$ cat src/rtl/omni_wheel_move_controller_defines.svh
// Assertion macros for the move controller.
// Each expects clk and arst_n in scope.
`ifndef OMNI_WHEEL_MOVE_CONTROLLER_DEFINES_SVH
`define OMNI_WHEEL_MOVE_CONTROLLER_DEFINES_SVH

`ifndef NO_ASSERTIONS

`define OWMC_ASSERT_IMP(lbl, ante, cons) \
	lbl: assert property (@(posedge clk) disable iff (!arst_n) (ante) |-> (cons)) \
		else $error("owmc assertion failed");

`define OWMC_ASSERT_NXT(lbl, ante, cons) \
	lbl: assert property (@(posedge clk) disable iff (!arst_n) (ante) |=> (cons)) \
		else $error("owmc assertion failed");

`else

`define OWMC_ASSERT_IMP(lbl, ante, cons)

`define OWMC_ASSERT_NXT(lbl, ante, cons)

`endif

`endif

$ cat src/rtl/owmc_pkg.sv
`timescale 1ns / 1ps
package owmc_pkg;

	localparam int VEL_W     = 16;
	localparam int ENC_W     = 32;
	localparam int SCALE_W   = 8;
	localparam int TOL_W     = 16;
	localparam int DUTY_W    = 8;
	localparam int DMAX_W    = 16;
	localparam int DUTY_DEF  = 255;
	localparam int KIN_W     = 27;
	localparam int NUM_W     = 40;
	localparam int MAG_W     = 38;
	localparam int GAIN_W    = 23;
	localparam int PROD_T_W  = MAG_W + GAIN_W;
	localparam int PROD_D_W  = MAG_W + DMAX_W;
	localparam int SP_W      = PROD_T_W + SCALE_W;
	localparam int FRAC_W    = 40;
	localparam int TGT_W     = SP_W - FRAC_W + 1;
	localparam int CMP_W     = ENC_W + 1;

	localparam logic [GAIN_W-1:0] GAIN_Q16 = GAIN_W'(5903988);
	localparam logic signed [NUM_W-1:0] ROOT3_500_Q12 = NUM_W'(3547240);

	// stage map
	localparam int ST_KIN  = 4;
	localparam int ST_DIV0 = 5;
	localparam int ST_TGT  = 7;
	localparam int ST_LAST = 12;
	localparam int NSTG    = 13;

	localparam int ADDR_W = 3;
	localparam int DATA_W = 32;
	localparam logic REG_SCALE = 1'b0;
	localparam logic REG_TOL   = 1'b1;

	typedef struct packed {
		logic signed [VEL_W-1:0] vel_x;
		logic signed [VEL_W-1:0] vel_y;
		logic signed [VEL_W-1:0] rot_w;
		logic signed [ENC_W-1:0] enc_count_1;
		logic signed [ENC_W-1:0] enc_count_2;
		logic signed [ENC_W-1:0] enc_count_3;
	} cmd_t;

	typedef struct packed {
		logic [DUTY_W-1:0] duty_1;
		logic [DUTY_W-1:0] duty_2;
		logic [DUTY_W-1:0] duty_3;
		logic              reverse_1;
		logic              reverse_2;
		logic              reverse_3;
		logic              move_done;
	} res_t;

	typedef struct packed {
		logic [NSTG:1] vld;
		logic [NSTG:1] en;
	} ctl_t;

	typedef struct packed {
		logic [MAG_W-1:0]              amax;
		logic [2:0][PROD_T_W-1:0]      pt;
		logic [2:0][PROD_D_W-1:0]      pd;
		logic [2:0][ENC_W-1:0]         enc;
		logic [2:0]                    rev;
	} kin_t;

	typedef struct packed {
		logic [2:0][DUTY_W-1:0] q;
		logic [2:0]             sat;
		logic                   zero;
	} div_t;

	typedef struct packed {
		logic [2:0] drv;
		logic [2:0] rev;
	} tgt_t;

endpackage

$ cat src/rtl/owmc_tgt.sv
`timescale 1ns / 1ps
module owmc_tgt
	import owmc_pkg::*;
(
	input  logic                     clk,
	input  ctl_t                     ctl,
	input  kin_t                     kin,
	input  logic [SCALE_W-1:0]       scale,
	input  logic signed [TOL_W-1:0]  tol,
	output tgt_t                     tgt
);

	logic [2:0][SP_W-1:0]  sp_s5;
	logic [2:0][ENC_W-1:0] enc_s5, enc_s6;
	logic [2:0][TGT_W-1:0] t_s6;
	logic [2:0]            rev_s [ST_DIV0:ST_LAST];
	logic [2:0]            drv_s [ST_TGT:ST_LAST];

	logic signed [CMP_W-1:0] lim [3];

	always_comb begin
		for (int i = 0; i < 3; i++) begin
			lim[i] = $signed({{(CMP_W-TGT_W){1'b0}}, t_s6[i]}) + CMP_W'(tol);
		end
	end

	always_ff @(posedge clk) begin
		if (ctl.en[ST_DIV0]) begin
			for (int i = 0; i < 3; i++) begin
				sp_s5[i] <= SP_W'(scale) * SP_W'(kin.pt[i]);
			end
			enc_s5         <= kin.enc;
			rev_s[ST_DIV0] <= kin.rev;
		end
		if (ctl.en[ST_DIV0+1]) begin
			// round the fractional travel target up
			for (int i = 0; i < 3; i++) begin
				t_s6[i] <= TGT_W'(sp_s5[i][SP_W-1:FRAC_W]) + TGT_W'(|sp_s5[i][FRAC_W-1:0]);
			end
			enc_s6 <= enc_s5;
		end
		if (ctl.en[ST_TGT]) begin
			for (int i = 0; i < 3; i++) begin
				drv_s[ST_TGT][i] <= $signed({1'b0, enc_s6[i]}) < lim[i];
			end
		end
	end

	for (genvar st = ST_DIV0 + 1; st <= ST_LAST; st++) begin : g_rev
		always_ff @(posedge clk) begin
			if (ctl.en[st]) begin
				rev_s[st] <= rev_s[st-1];
			end
		end
	end

	for (genvar st = ST_TGT + 1; st <= ST_LAST; st++) begin : g_drv
		always_ff @(posedge clk) begin
			if (ctl.en[st]) begin
				drv_s[st] <= drv_s[st-1];
			end
		end
	end

	always_comb begin
		tgt.drv = drv_s[ST_LAST];
		tgt.rev = rev_s[ST_LAST];
	end

endmodule

$ cat config.mk
export PLATFORM = sky130hd
export DESIGN_NAME = owmc_tgt
export DESIGN_NICKNAME = d
export VERILOG_FILES = /design/src/rtl/omni_wheel_move_controller_defines.svh /design/src/rtl/owmc_pkg.sv /design/src/rtl/owmc_tgt.sv
export SDC_FILE = /design/constraint.sdc
export NUM_CORES = 2
export LEC_CHECK = 0
export ABC_AREA = 1
export BUFFER_PORTS_ARGS = -buffer_cell sky130_fd_sc_hd__buf_2
export CORE_UTILIZATION = 55
export CTS_BUF_LIST = sky130_fd_sc_hd__clkbuf_8
export DETAILED_ROUTE_END_ITERATION = 10
export HOLD_SLACK_MARGIN = 0.03
export PLACE_DENSITY = 0.85
export SYNTH_ARGS = -nofsm -noshare
export SYNTH_HDL_FRONTEND = slang
export SYNTH_SLANG_ARGS = --single-unit
$ cat constraint.sdc
create_clock -name clk -period 6.1 [get_ports clk]
set_input_delay 0.61 -clock clk [delete_from_list [all_inputs] [get_ports clk]]
set_output_delay 0.61 -clock clk [all_outputs]
set_load 0.05 [all_outputs]
# Yosys cells after proc, flatten, opt, wreduce, memory -nomap -nowiden
# Memories as Yosys holds them, arrays and structs flattened.
# Cells that the tools add are included.
# classes
add_sub_neg	6
multipliers	3
n_lt_le_gt_ge	3
mux	16
reduce_logical	3
# ops
cell	count
8-bit by 61-bit multiplier with 69-bit output	3
40-bit OR reduction	3
33-bit by 32-bit less-than comparator with 1-bit output	3
31-bit by 16-bit adder with 32-bit output	3
29-bit by 1-bit adder with 30-bit output	3
1-bit two-way mux	16
# totals
ff_bits	489
ram_bits	42
input_bits	533
out_inout_bits	6
wordCells	45
mem_count	2
# mem_list
name	depth	word_bits	read_ports	rd_ports_with_merged_regs	write_ports	line_no	source
rev_s	8	3	8	0	8	owmc_tgt.sv:16	logic [2:0] rev_s [ST_DIV0:ST_LAST];
drv_s	6	3	6	0	6	owmc_tgt.sv:17	logic [2:0] drv_s [ST_TGT:ST_LAST];

# Longest topological paths before layout
# logic_depth
word_depth	2
mapped_depth	27
depth_no_buf	25

# Worst setup path after synthesis
# No wires, ideal clock.
# synth_timing
path_kind	input to register
from	input scale[2]
to	register sp_s5[62] in the netlist's numbering, data pin
setup_time_ns	0.252
arrival_time_ns	4.704
t_required_ns	5.848
path_slack_ns	1.144
stages	23
n_path_buf	2
cell_sequence	clkbuf_1 -> clkbuf_1 -> nand2_1 -> fa_1 -> fa_1 -> inv_1 -> fa_1 -> inv_1 -> fa_1 -> inv_1 -> ha_1 -> a21oi_1 -> nor2_1 -> nor2_1 -> nand2_1 -> a21oi_2 -> inv_1 -> nand2_1 -> nand2_1 -> nand2_1 -> nand2_1 -> nand2_1 -> nand2_1
# synth_via
elab_chain_len	1
# synth_rtl
item	line_no	source
from (decl)	owmc_tgt.sv:8	input logic [SCALE_W-1:0] scale,
8-bit by 61-bit multiplier with 69-bit output	owmc_tgt.sv:30	sp_s5[i] <= SP_W'(scale) * SP_W'(kin.pt[i]);
to (signal, indexed assignment)	owmc_tgt.sv:30	
to (decl)	owmc_tgt.sv:13	logic [2:0][SP_W-1:0] sp_s5;
# No other way between the ends.
# A chain may end at the register's enable or synchronous reset.

# Worst setup path after layout
# layout_timing
from	input scale[4]
to	register sp_s5[134] in the netlist's numbering, data pin
# The elaborated chain is that of the path after synthesis.

==> qor.yml <==
status: "finished, final reports clean"
p_leak_nw: 46.1
hold_path_class: "in2reg"
ys_seq_area_share_pct: 20.9
gp_congestion: 1.05
crit_path_start_kind: "primary input"
first_global_vias: 66800
grt_usage_pct: 33.4
crit_path_end_kind: "register"
overflow: 0
setup_viol: 0
period_needed_ns: 5.11
skew_ns: 0.0495
wire_per_inst_microns: 19.2
maxSlewHeadroom_pct: 33.5
die_h_microns: 374
die_w_microns: 374
dp_slack_ns: 0.323
clock_latency_ns: 0.87
netlist_area_sq_um: 76300
clock.fmax_mhz: 196
design.core.area_sq_um: 137000
cts.htree.levels: 3
critical_path_class: "in2reg"
num_vias: 64900
postCtsSetupBuffers: 0
postLayoutSetupSlackWorst_ns: 0.988
final-hold-violation-count: 0
cts_buffers: 93
syn_avg_cell_area_sq_um: 7.75
io_buffer_count: 320
tns_ns: 0
tightest_slew_ns: 0.998
grt_max_degree: 131
ys_ff_latch: 531
num-nets-final: 12200
drive_above_1_share_pct: 6.36
synth_cells: 9837
die-area_sq_um: 140000
required_ns: 6.67
cts.reportedPaths.clkPinSlew_ns: 0.07
cts_sinks: 531
clock_path_buffers: 3
irDropWorstVdd_mv: 0.272
power_density_nw_per_um2: 471
ioPinCount: 539
ys_warn_count: 0
crit_top_cell: "nand2_1"
first_pass_iters: 9
arrival_ns: 5.68
root_buffer: "clkbuf_8"
hpwl_microns: 193000
synth.distinct_cells: 50
finalCritPeriodShare_pct: 83.8
drt-initial-drc-count: 5632
rows: 136
antenna_found_initial: 78
cts_tree: "done"
slew_viol_final: 0
cap_violations: 0
rsz0062_at_grt: "no"
finalWirelength_microns: 232000
drc: 0
crit_path_cell_trace: "buf_6 -> buf_12 -> buf_4 -> nand2_1 -> inv_1 -> fa_1 -> fa_1 -> fa_1 -> fa_1 -> ha_1 -> a21oi_1 -> o21ai_0 -> a21oi_1 -> o21ai_0 -> inv_1 -> nand2_1 -> nand3_1 -> nand2_1 -> nand2_1 -> nand2_1"
syn_to_final_growth_pct: 9.09
cpLargestDelayFamily: "adder cells"
drtAntennaViolNets: 0
critical_path.max_fanout: 41
initial_core_util_pct: 55.5
synth_fp_nets: 11900
via_per_inst: 5.39
slowest_delay_ns: 0.53
hold-worst-slack_ns: 0.151
grt_pass1_wl_microns: 364000
crit_slowest_cell: "fa_1"
cp_num_buf_inv: 5
## through the flow
stage               total power [W]  util, %  cells  cell area, sq um
detailed placement           0.0349     58.2  11700             80100
CTS                          0.0387     60.4  12000             83100
global route                 0.0425     60.5  12000             83200
finish                       0.0391     60.5  12000             83200
global placement             0.0343     58.2  11700             80100
floorplan                    0.0258        -   9837             76300
## final cells by class
type                       instances  area [sq um]
fill                           11900         54300
multi-input combinational       6470         49700
sequential                       531         15900
inverter                        2486          9330
timing repair buffer             540          3960
tap                             1794          2240
clock buffer                      93          1280
clock inverter                    80           666
antenna                           46           115
## Yosys cell counts, drive strengths merged
cell	count	area [sq um]
nand2	2664	10000
inv	2484	9320
fa	1065	21300
nor2	665	2550
edfxtp	531	15900
ha	456	5710
a21oi	397	2020
clkbuf	344	1290
nand3	285	1450
o21ai	250	1270
xor2	201	1760
nor3	86	532
xnor2	83	727
nand4	72	469
o21bai	52	390
nor4	46	325
a21o	38	285
a31oi	24	150
o21a	23	173
a21boi	15	113
nand3b	15	113
a211oi	7	52.6
buf	6	45.0
and3	4	25.0
nor3b	4	30.0
o211ai	4	40.0
o221ai	4	35.0
a211o	3	26.3
a31o	2	17.5
and2	2	15.0
clkinv	2	7.51
and3b	1	10.0
nor4b	1	15.0
o31ai	1	7.51
## path summary, 6_finish.rpt
| path | start | end | slack, ns | depth (start not counted) |
|---|---|---|---|---|
| setup reg to reg | t_s6[60]$_DFFE_PP_ | drv_s[0][23]$_DFFE_PP_ | 2.20 | 22 |
| hold reg to reg | enc_s5[67]$_DFFE_PP_ | enc_s6[67]$_DFFE_PP_ | 0.40 | 0 |
| hold / removal | kin[261] | sp_s5[0]$_DFFE_PP_ | 0.15 | 3 |
| setup / recovery | scale[4] | sp_s5[134]$_DFFE_PP_ | 0.99 | 20 |
## per-layer routing
metal / routed length, microns / share of wire [%] / GRT usage [%]
met1: 93500 / 40 / 43.7
met2: 105000 / 45 / 53.0
met3: 22800 / 9.9 / 8.00
met4: 10100 / 4.4 / 14.5
met5: 329 / 0.14 / 0
## cell usage in the layout (no fill, tap or decap), types with 11 or more instances in the layout
master / instances
ha_1: 456
a21oi_1: 388
a21o_1: 38
nor2_2: 13
buf_12: 30
edfxtp_1: 531
nor4_1: 40
dlygate4sd3_1: 105
nor3_1: 72
fa_1: 1065
a21boi_0: 12
diode_2: 46
nand3b_1: 15
nand3_1: 280
o21ai_0: 215
o21bai_1: 52
nor2_1: 649
inv_2: 14
buf_4: 85
clkbuf_8: 94
inv_1: 2488
a31oi_1: 24
clkinv_2: 11
xor2_1: 201
xnor2_1: 83
nand2_1: 2654
nand4_1: 69
o21ai_1: 31
buf_2: 310
o21a_1: 23
clkinv_1: 31
## kinds of logic (layout without fill, tap and decap cells)
group / Yosys count / in the layout / synth area share (%)
AND/OR/NAND/NOR: 3845 / 3845 / 20.4
buffers and inverters: 2836 / 3199 / 14.0
adder cells (fa/ha/maj): 1521 / 1521 / 35.4
AO/OA/AOI/OAI: 820 / 820 / 6.00
flip-flops: 531 / 531 / 20.9
XOR/XNOR: 284 / 284 / 3.26
other: 0 / 46 / 0
## flip-flops by register name, indices dropped and copies added (netlist names)
| name | flops |
|---|---|
| sp_s5 | 207 |
| enc_s5 | 96 |
| rev_s | 24 |
| enc_s6 | 96 |
| t_s6 | 90 |
| drv_s | 18 |
## power breakdown
part	total (W)	leakage (nW)	switching, W	internal, W
clock network	0.00357	1.05	0.00176	0.00181
registers	0.00681	5.20	0.000624	0.00618
logic	0.0288	39.9	0.0190	0.00978
## repair_timing
action,CTS,global route
hold endpoints to repair,135,0
resized for setup,0,0
hold buffers,105,0
## worst register-to-register path, stage by stage (launching register included)
cell and delay (ns):
edfxtp_1 0.47, ha_1 0.26, fa_1 0.45, nand3_1 0.10, nand2_1 0.09, nand3_1 0.10, nand3_1 0.16, nand2_1 0.10
nand2_1 0.07, a21oi_1 0.23, xor2_1 0.21, ha_1 0.27, nand2_1 0.07, inv_1 0.06, nand2_1 0.09, a31oi_1 0.11
nor2_1 0.12, nand2_1 0.07, nand2_1 0.07, nand2_1 0.06, nand2_1 0.07, nand2_1 0.05, nor2_1 0.37
No activity file was read; power rests on OpenSTA's default activity.
