**src/rtl/omni_wheel_move_controller_defines.svh**
```systemverilog
// Assertion macros for the move controller.
// Each expects clk and arst_n in scope.
`ifndef OMNI_WHEEL_MOVE_CONTROLLER_DEFINES_SVH
`define OMNI_WHEEL_MOVE_CONTROLLER_DEFINES_SVH

`ifndef NO_ASSERTIONS

`define OWMC_ASSERT_IMP(lbl, ante, cons) \
	lbl: assert property (@(posedge clk) disable iff (!arst_n) (ante) |-> (cons)) \
		else $error("owmc assertion failed");

`define OWMC_ASSERT_NXT(lbl, ante, cons) \
	lbl: assert property (@(posedge clk) disable iff (!arst_n) (ante) |=> (cons)) \
		else $error("owmc assertion failed");

`else

`define OWMC_ASSERT_IMP(lbl, ante, cons)

`define OWMC_ASSERT_NXT(lbl, ante, cons)

`endif

`endif

```
**src/rtl/owmc_pkg.sv**
```systemverilog
`timescale 1ns / 1ps
package owmc_pkg;

	localparam int VEL_W     = 16;
	localparam int ENC_W     = 32;
	localparam int SCALE_W   = 8;
	localparam int TOL_W     = 16;
	localparam int DUTY_W    = 8;
	localparam int DMAX_W    = 16;
	localparam int DUTY_DEF  = 255;
	localparam int KIN_W     = 27;
	localparam int NUM_W     = 40;
	localparam int MAG_W     = 38;
	localparam int GAIN_W    = 23;
	localparam int PROD_T_W  = MAG_W + GAIN_W;
	localparam int PROD_D_W  = MAG_W + DMAX_W;
	localparam int SP_W      = PROD_T_W + SCALE_W;
	localparam int FRAC_W    = 40;
	localparam int TGT_W     = SP_W - FRAC_W + 1;
	localparam int CMP_W     = ENC_W + 1;

	localparam logic [GAIN_W-1:0] GAIN_Q16 = GAIN_W'(5903988);
	localparam logic signed [NUM_W-1:0] ROOT3_500_Q12 = NUM_W'(3547240);

	// stage map
	localparam int ST_KIN  = 4;
	localparam int ST_DIV0 = 5;
	localparam int ST_TGT  = 7;
	localparam int ST_LAST = 12;
	localparam int NSTG    = 13;

	localparam int ADDR_W = 3;
	localparam int DATA_W = 32;
	localparam logic REG_SCALE = 1'b0;
	localparam logic REG_TOL   = 1'b1;

	typedef struct packed {
		logic signed [VEL_W-1:0] vel_x;
		logic signed [VEL_W-1:0] vel_y;
		logic signed [VEL_W-1:0] rot_w;
		logic signed [ENC_W-1:0] enc_count_1;
		logic signed [ENC_W-1:0] enc_count_2;
		logic signed [ENC_W-1:0] enc_count_3;
	} cmd_t;

	typedef struct packed {
		logic [DUTY_W-1:0] duty_1;
		logic [DUTY_W-1:0] duty_2;
		logic [DUTY_W-1:0] duty_3;
		logic              reverse_1;
		logic              reverse_2;
		logic              reverse_3;
		logic              move_done;
	} res_t;

	typedef struct packed {
		logic [NSTG:1] vld;
		logic [NSTG:1] en;
	} ctl_t;

	typedef struct packed {
		logic [MAG_W-1:0]              amax;
		logic [2:0][PROD_T_W-1:0]      pt;
		logic [2:0][PROD_D_W-1:0]      pd;
		logic [2:0][ENC_W-1:0]         enc;
		logic [2:0]                    rev;
	} kin_t;

	typedef struct packed {
		logic [2:0][DUTY_W-1:0] q;
		logic [2:0]             sat;
		logic                   zero;
	} div_t;

	typedef struct packed {
		logic [2:0] drv;
		logic [2:0] rev;
	} tgt_t;

endpackage

```
**src/rtl/owmc_div.sv**
```systemverilog
`timescale 1ns / 1ps
`include "omni_wheel_move_controller_defines.svh"
module owmc_div
	import owmc_pkg::*;
(
	input  logic clk,
	input  logic arst_n,
	input  ctl_t ctl,
	input  kin_t kin,
	output div_t div
);

	// restoring divide, one quotient bit per stage, MSB first
	logic [2:0][PROD_D_W-1:0] rem_s  [ST_DIV0:ST_LAST];
	logic [2:0][DUTY_W-1:0]   q_s    [ST_DIV0:ST_LAST];
	logic [2:0]               sat_s  [ST_DIV0:ST_LAST];
	logic                     zero_s [ST_DIV0:ST_LAST];
	logic [MAG_W-1:0]         m_s    [ST_DIV0:ST_LAST-1];

	logic [PROD_D_W-1:0] dv0, lim0;
	logic [2:0]          ge0;

	always_comb begin
		dv0  = PROD_D_W'(kin.amax) << (ST_LAST - ST_DIV0);
		lim0 = PROD_D_W'(kin.amax) << DUTY_W;
		for (int i = 0; i < 3; i++) begin
			ge0[i] = kin.pd[i] >= dv0;
		end
	end

	always_ff @(posedge clk) begin
		if (ctl.en[ST_DIV0]) begin
			for (int i = 0; i < 3; i++) begin
				rem_s[ST_DIV0][i] <= ge0[i] ? kin.pd[i] - dv0 : kin.pd[i];
				q_s[ST_DIV0][i]   <= ge0[i] ? DUTY_W'(1 << (ST_LAST - ST_DIV0)) : '0;
				sat_s[ST_DIV0][i] <= kin.pd[i] >= lim0;
			end
			zero_s[ST_DIV0] <= kin.amax == '0;
			m_s[ST_DIV0]    <= kin.amax;
		end
	end

	for (genvar st = ST_DIV0 + 1; st <= ST_LAST; st++) begin : g_step
		logic [PROD_D_W-1:0] dv;
		logic [2:0]          ge;

		always_comb begin
			dv = PROD_D_W'(m_s[st-1]) << (ST_LAST - st);
			for (int i = 0; i < 3; i++) begin
				ge[i] = rem_s[st-1][i] >= dv;
			end
		end

		always_ff @(posedge clk) begin
			if (ctl.en[st]) begin
				for (int i = 0; i < 3; i++) begin
					rem_s[st][i] <= ge[i] ? rem_s[st-1][i] - dv : rem_s[st-1][i];
					q_s[st][i]   <= q_s[st-1][i] | (ge[i] ? DUTY_W'(1 << (ST_LAST - st)) : '0);
				end
				sat_s[st]  <= sat_s[st-1];
				zero_s[st] <= zero_s[st-1];
			end
		end

		if (st < ST_LAST) begin : g_m
			always_ff @(posedge clk) begin
				if (ctl.en[st]) begin
					m_s[st] <= m_s[st-1];
				end
			end
		end
	end

	always_comb begin
		div.q    = q_s[ST_LAST];
		div.sat  = sat_s[ST_LAST];
		div.zero = zero_s[ST_LAST];
	end

	// an all-zero divisor means every dividend is zero, which compares as saturated
	`OWMC_ASSERT_IMP(a_zero_implies_sat, ctl.vld[ST_LAST] && zero_s[ST_LAST], &sat_s[ST_LAST])

endmodule

```
**config.mk**
```make
export PLATFORM = sky130hd
export DESIGN_NAME = owmc_div
export DESIGN_NICKNAME = d
export VERILOG_FILES = /design/src/rtl/owmc_pkg.sv /design/src/rtl/owmc_div.sv
export VERILOG_INCLUDE_DIRS = /design/src /design/src/rtl
export SDC_FILE = /design/constraint.sdc
export NUM_CORES = 2
export LEC_CHECK = 0
export ABC_AREA = 0
export BUFFER_PORTS_ARGS = -buffer_cell sky130_fd_sc_hd__buf_2
export CAP_MARGIN = 10
export CORE_MARGIN = 1.5
export CORE_UTILIZATION = 45
export DETAILED_ROUTE_END_ITERATION = 16
export PLACE_DENSITY = 0.74
export SYNTH_ARGS = -nofsm -noshare
export SYNTH_HDL_FRONTEND = slang
export SYNTH_SLANG_ARGS = --single-unit
```
**constraint.sdc**
```tcl
create_clock -name clk -period 4.84 [get_ports clk]
set_clock_uncertainty 0.15 [all_clocks]
set_input_delay 0.484 -clock clk [delete_from_list [all_inputs] [get_ports clk]]
set_output_delay 0.484 -clock clk [all_outputs]
set_load 0.02 [all_outputs]
```
Word-level counts from Yosys, hierarchy flattened. Memories as Yosys holds them, arrays and structs flattened. Cells that the tools add are included.

Bits in writable memories: 1786. Memories: 5. Bits in latches: 0. Flip-flop bits (word level): 0. Memory bits (read-only): 0. Word-level logic and storage cells: 142.

Memories: rem_s (depth 8, bits a word 162, rd ports 7, clocked after memory_dff 0, write ports 8, line owmc_div.sv:14) `logic [2:0][PROD_D_W-1:0] rem_s [ST_DIV0:ST_LAST];`; m_s (depth 7, bits a word 38, rd ports 7, clocked after memory_dff 0, write ports 7, line owmc_div.sv:18) `logic [MAG_W-1:0] m_s [ST_DIV0:ST_LAST-1];`; q_s (depth 8, bits a word 24, rd ports 8, clocked after memory_dff 0, write ports 8, line owmc_div.sv:15) `logic [2:0][DUTY_W-1:0] q_s [ST_DIV0:ST_LAST];`; sat_s (depth 8, bits a word 3, rd ports 8, clocked after memory_dff 0, write ports 8, line owmc_div.sv:16) `logic [2:0] sat_s [ST_DIV0:ST_LAST];`; zero_s (depth 8, bits a word 1, rd ports 8, clocked after memory_dff 0, write ports 8, line owmc_div.sv:17) `logic zero_s [ST_DIV0:ST_LAST];`.

$lt $le $gt $ge: 27. $add $sub $neg: 24. Shift operators: 0. Bitwise logic cells: 21. Divide/modulo/power cells: 0. Muxes and demuxes: 64. Equality and inequality tests: 0. Reductions and logical operators: 1. $mul: 0.

Operators with widths (count): $mux W54 (24); $ge A54 B38 Y1 (3); $ge A54 B39 Y1 (3); $ge A54 B40 Y1 (3); $ge A54 B41 Y1 (3); $ge A54 B42 Y1 (3); $ge A54 B43 Y1 (3); $ge A54 B44 Y1 (3); $ge A54 B45 Y1 (3); $ge A54 B46 Y1 (3); $sub A54 B38 Y54 (3); $sub A54 B39 Y54 (3); $sub A54 B40 Y54 (3); $sub A54 B41 Y54 (3); $sub A54 B42 Y54 (3); $sub A54 B43 Y54 (3); $sub A54 B44 Y54 (3); $sub A54 B45 Y54 (3); $logic_not A38 Y1 (1); $mux W8 (3); $or A8 B1 Y8 (3); $or A8 B2 Y8 (3); $or A8 B3 Y8 (3); $or A8 B4 Y8 (3); other kinds (10) (46).

Depth between registers and ports, before layout. An unclocked memory read counts as a cell.

Depth in word-level cells: 4. Mapped depth: 17. Mapped depth without buffers: 15.

Least setup slack after synthesis. No wires, ideal clock.

Path kind: input-to-reg. Start: in kin[214] (netlist name). End: reg, netlist name rem_s[1][323]. Required time: 4.432 ns. Path buffers: 0. Slack: 0.942 ns. Cell stages on the path: 15. Data arrival time: 3.491 ns. Path through: inv_1 > ha_1 > inv_1 > fa_1 > a21oi_1 > o21ai_0 > a221o_1 > a31oi_1 > o211ai_1 > a21oi_1 > o31ai_1 > o211a_1 > a31o_2 > or3_1 > xnor2_1.

RTL lines: start: declaration (line owmc_div.sv:9) `input kin_t kin,`.

==> summary.md <==
| Metric | Value |
|---|---|
| Fmax achieved | `0.211 GHz` |
| Die height | `499 µm` |
| Placement Cell Area | `118,000 µm²` |
| Worst Max-Slew Pin Slew | `1080 ps` |
| Syn_nets | `13,100` |
| Tot Pwr | `0.0707 W` |
| Nature of the critical path endpoint | `flop` |
| Hold Path Class | `primary input to flop` |
| CP Class | `flop to flop` |
| Slew Limit Fails | `0` |
| Final setup violation count | `0` |
| Max cap viols | `0` |
| Largest net degree at the start of global routing | `110` |
| Via density | `5.92` |
| Area of the multi-input gates | `60,900 µm²` |
| Primary FF master, synth | `edfxtp_1` |
| Initial detailed-routing violation count | `7,984` |
| CTS clk-pin slew, worst paths | `60 ps` |
| Critical Path Source Type | `flop` |
| Final hold vios | `0` |
| DIE WIDTH | `499 µm` |
| Worst Reg-to-Reg Cells | `15` |
| Area of the core | `244,000 µm²` |
| Syn-to-layout area delta | `13.5%` |
| # H-tree levels | `4` |
| Final period util | `97.8%` |
| Arr. time, crit path | `5150 ps` |
| Synth Instances | `11,500` |
| Hold depth | `1` |
| Most frequent cells in the layout | `edfxtp_1, a21oi_1, nand2_1, ha_1, o21ai_0` |
| PwrDens | `563 nW/µm²` |
| First-pass GRT wire length | `546 mm` |
| Hold_ws | `94.5 ps` |
| Clock root buffer | `clkbuf_16` |
| Commonest non-fill, non-tap cell in the layout | `edfxtp_1` |
| CTS max path bufs | `3` |
| Design area | `126,000 µm²` |
| Static leakage | `50.3 nW` |
| Netlist cell types | `104` |
| Register area | `46,200 µm²` |
| Cell row count | `181` |
| Tmin final | `4740 ps` |
| NumNets Final | `13,600` |
| Worst path required time | `5250 ps` |
| RD Place Congestion | `1.05` |
| Final TNS setup | `0 ps` |
| First-pass iteration count of the detailed router | `6` |
| Vias in the first global route | `89,200` |
| Global route total overflow | `0` |
| DIE AREA | `249,000 µm²` |
| #FFs+latches synth | `1,540` |
| Initial antenna violation count | `6` |
| Status | `finished, final reports clean` |
| Sequential cell area fraction in the yosys report | `41.8%` |
| Crit Path Max Fanout | `4` |
| Initial Utilization | `45.4%` |
| Mapped Avg Cell Area | `9.63 µm²` |
| Post-synth EDFFs | `1,540` |
| Dpl hpwl | `308 mm` |
| CTS tree | `built` |
| DRT antenna net count | `0` |
| Clk Latency, worst-skew pair | `850 ps` |
| Max IR drop VDD | `0.419 mV` |
| WL/cell | `24.2 µm` |
| IO Pins | `538` |
| Layout fillers | `22,100` |
| DRC violations left | `0` |
| CTS Buf Count | `168` |
| Share of post-route cells with drive strength above 1 | `9.21%` |
| Share of synthesized registers carrying an async set or reset | `0%` |
| Mapped Area | `111,000 µm²` |
| # port buffers | `236` |
| Vias | `91,300` |
| Drt total wl | `373 mm` |
| Warnings, synthesis | `0` |
| CTS sink count | `1,540` |
| Relative slew slack | `27.2%` |
| Gr usage total | `29.2%` |
| RSZ-0062 raised after global routing | `false` |
## sequential cells by signal, summed over array words and instances, names as in the netlist
| register | flops |
|---|---|
| sat_s | 24 |
| rem_s | 1134 |
| q_s | 108 |
| m_s | 266 |
| zero_s | 8 |
## metal layers
layer | global-route usage (%) | wire length (µm) | share of wire (%) | vias to the layer above
met5 | 0 | 7 | 0.0019 | -
met4 | 19.3 | 28800 | 7.7 | 2
met3 | 2.64 | 19700 | 5.3 | 791
met2 | 49.0 | 174000 | 47 | 3440
met1 | 35.8 | 151000 | 40 | 43000
li1 | - | - | - | 44000
## critical path, stage by stage (launching register included)
cell,delay [ps]
edfxtp_1,490
ha_1,220
inv_1,60
fa_1,420
a211oi_1,360
o211ai_1,220
a32oi_1,250
buf_4,180
nor3_1,50
o21ai_0,410
a31oi_1,380
o2111ai_1,330
a21oi_1,160
or4_1,490
nor3_1,210
xor2_1,110
## timing repair
action,4_1_cts,5_1_grt
hold endpoints to repair,351,0
setup endpoints to repair,0,7
resized for setup,0,2
hold buffers,205,0
buffers inserted,0,0
## power by group
part | total, W | leakage (nW) | internal, W | switching (W)
Clock | 0.0136 | 2.81 | 0.00804 | 0.00557
Sequential | 0.0232 | 15.0 | 0.0201 | 0.00308
Combinational | 0.0339 | 32.6 | 0.0138 | 0.0201
Total | 0.0707 | 50.3 | 0.0420 | 0.0287
## layout make-up
class / instances / area share [%]
multi-input cells: 8971 / 48.4
flip-flops and latches: 1540 / 36.8
repair buffers: 846 / 5.30
clock buffers: 189 / 3.46
well taps: 3202 / 3.19
inverters: 556 / 1.66
clock inverters: 110 / 1.16
diodes: 9 / 0.0179
## final timing paths
kind,endpoint,start,slack (ps)
worst max-delay path,rem_s[2][645],m_s[2][76],100
worst min-delay path,q_s[0][206],ctl[7],90
worst max register to register,rem_s[2][645],m_s[2][76],100
worst min register to register,q_s[0][268],q_s[0][244],240
## synth_stat cells, drive strengths merged (16+ instances only)
cell type | n | area (µm²)
a2111oi | 26 | 268
a31o | 16 | 140
o31ai | 67 | 533
buf | 79 | 453
nor2 | 761 | 2860
clkbuf | 355 | 1330
a31oi | 95 | 594
or2 | 36 | 225
and4 | 27 | 236
a211oi | 83 | 623
o31a | 22 | 193
nor4 | 131 | 826
nand2b | 114 | 713
xor2 | 423 | 3700
a211o | 25 | 219
a21o | 533 | 4000
o2111ai | 24 | 210
mux2 | 109 | 1230
nor3 | 174 | 871
xnor2 | 543 | 4760
a21boi | 27 | 203
o21ai | 942 | 4720
o21a | 92 | 691
inv | 556 | 2090
and2 | 53 | 332
a41oi | 27 | 244
edfxtp | 1540 | 46200
nand2 | 1113 | 4180
o21bai | 114 | 856
a221oi | 28 | 251
nand4 | 253 | 1580
nand3b | 35 | 263
nor4b | 22 | 226
fa | 21 | 420
o211ai | 52 | 390
a21oi | 1167 | 5840
or3 | 71 | 449
or4 | 42 | 319
nor2b | 111 | 694
nand3 | 229 | 1150
and3 | 101 | 632
nor3b | 32 | 240
ha | 1026 | 12800
## through the flow
step	setup WS [ps]	utilization (%)	cells
floorplan	942	-	11500
global placement	247	48.3	14900
detailed placement	186	48.3	14900
CTS	95.9	51.5	15400
global route	0.847	51.5	15400
finish	105	51.5	15400
## cell families (layout without fill, tap and decap cells)
logic type	Yosys count	in the layout	share of synthesized area (%)
buf+inv	990	1701	3.50
xor+xnor	966	966	7.64
simple gates	3345	3345	14.6
fa+ha+maj	1047	1047	12.0
compound gates	3494	3494	19.3
mux	119	119	1.20
flops	1540	1540	41.8
other cells	0	9	0
Note: power is estimated with default switching activity, not from simulation.
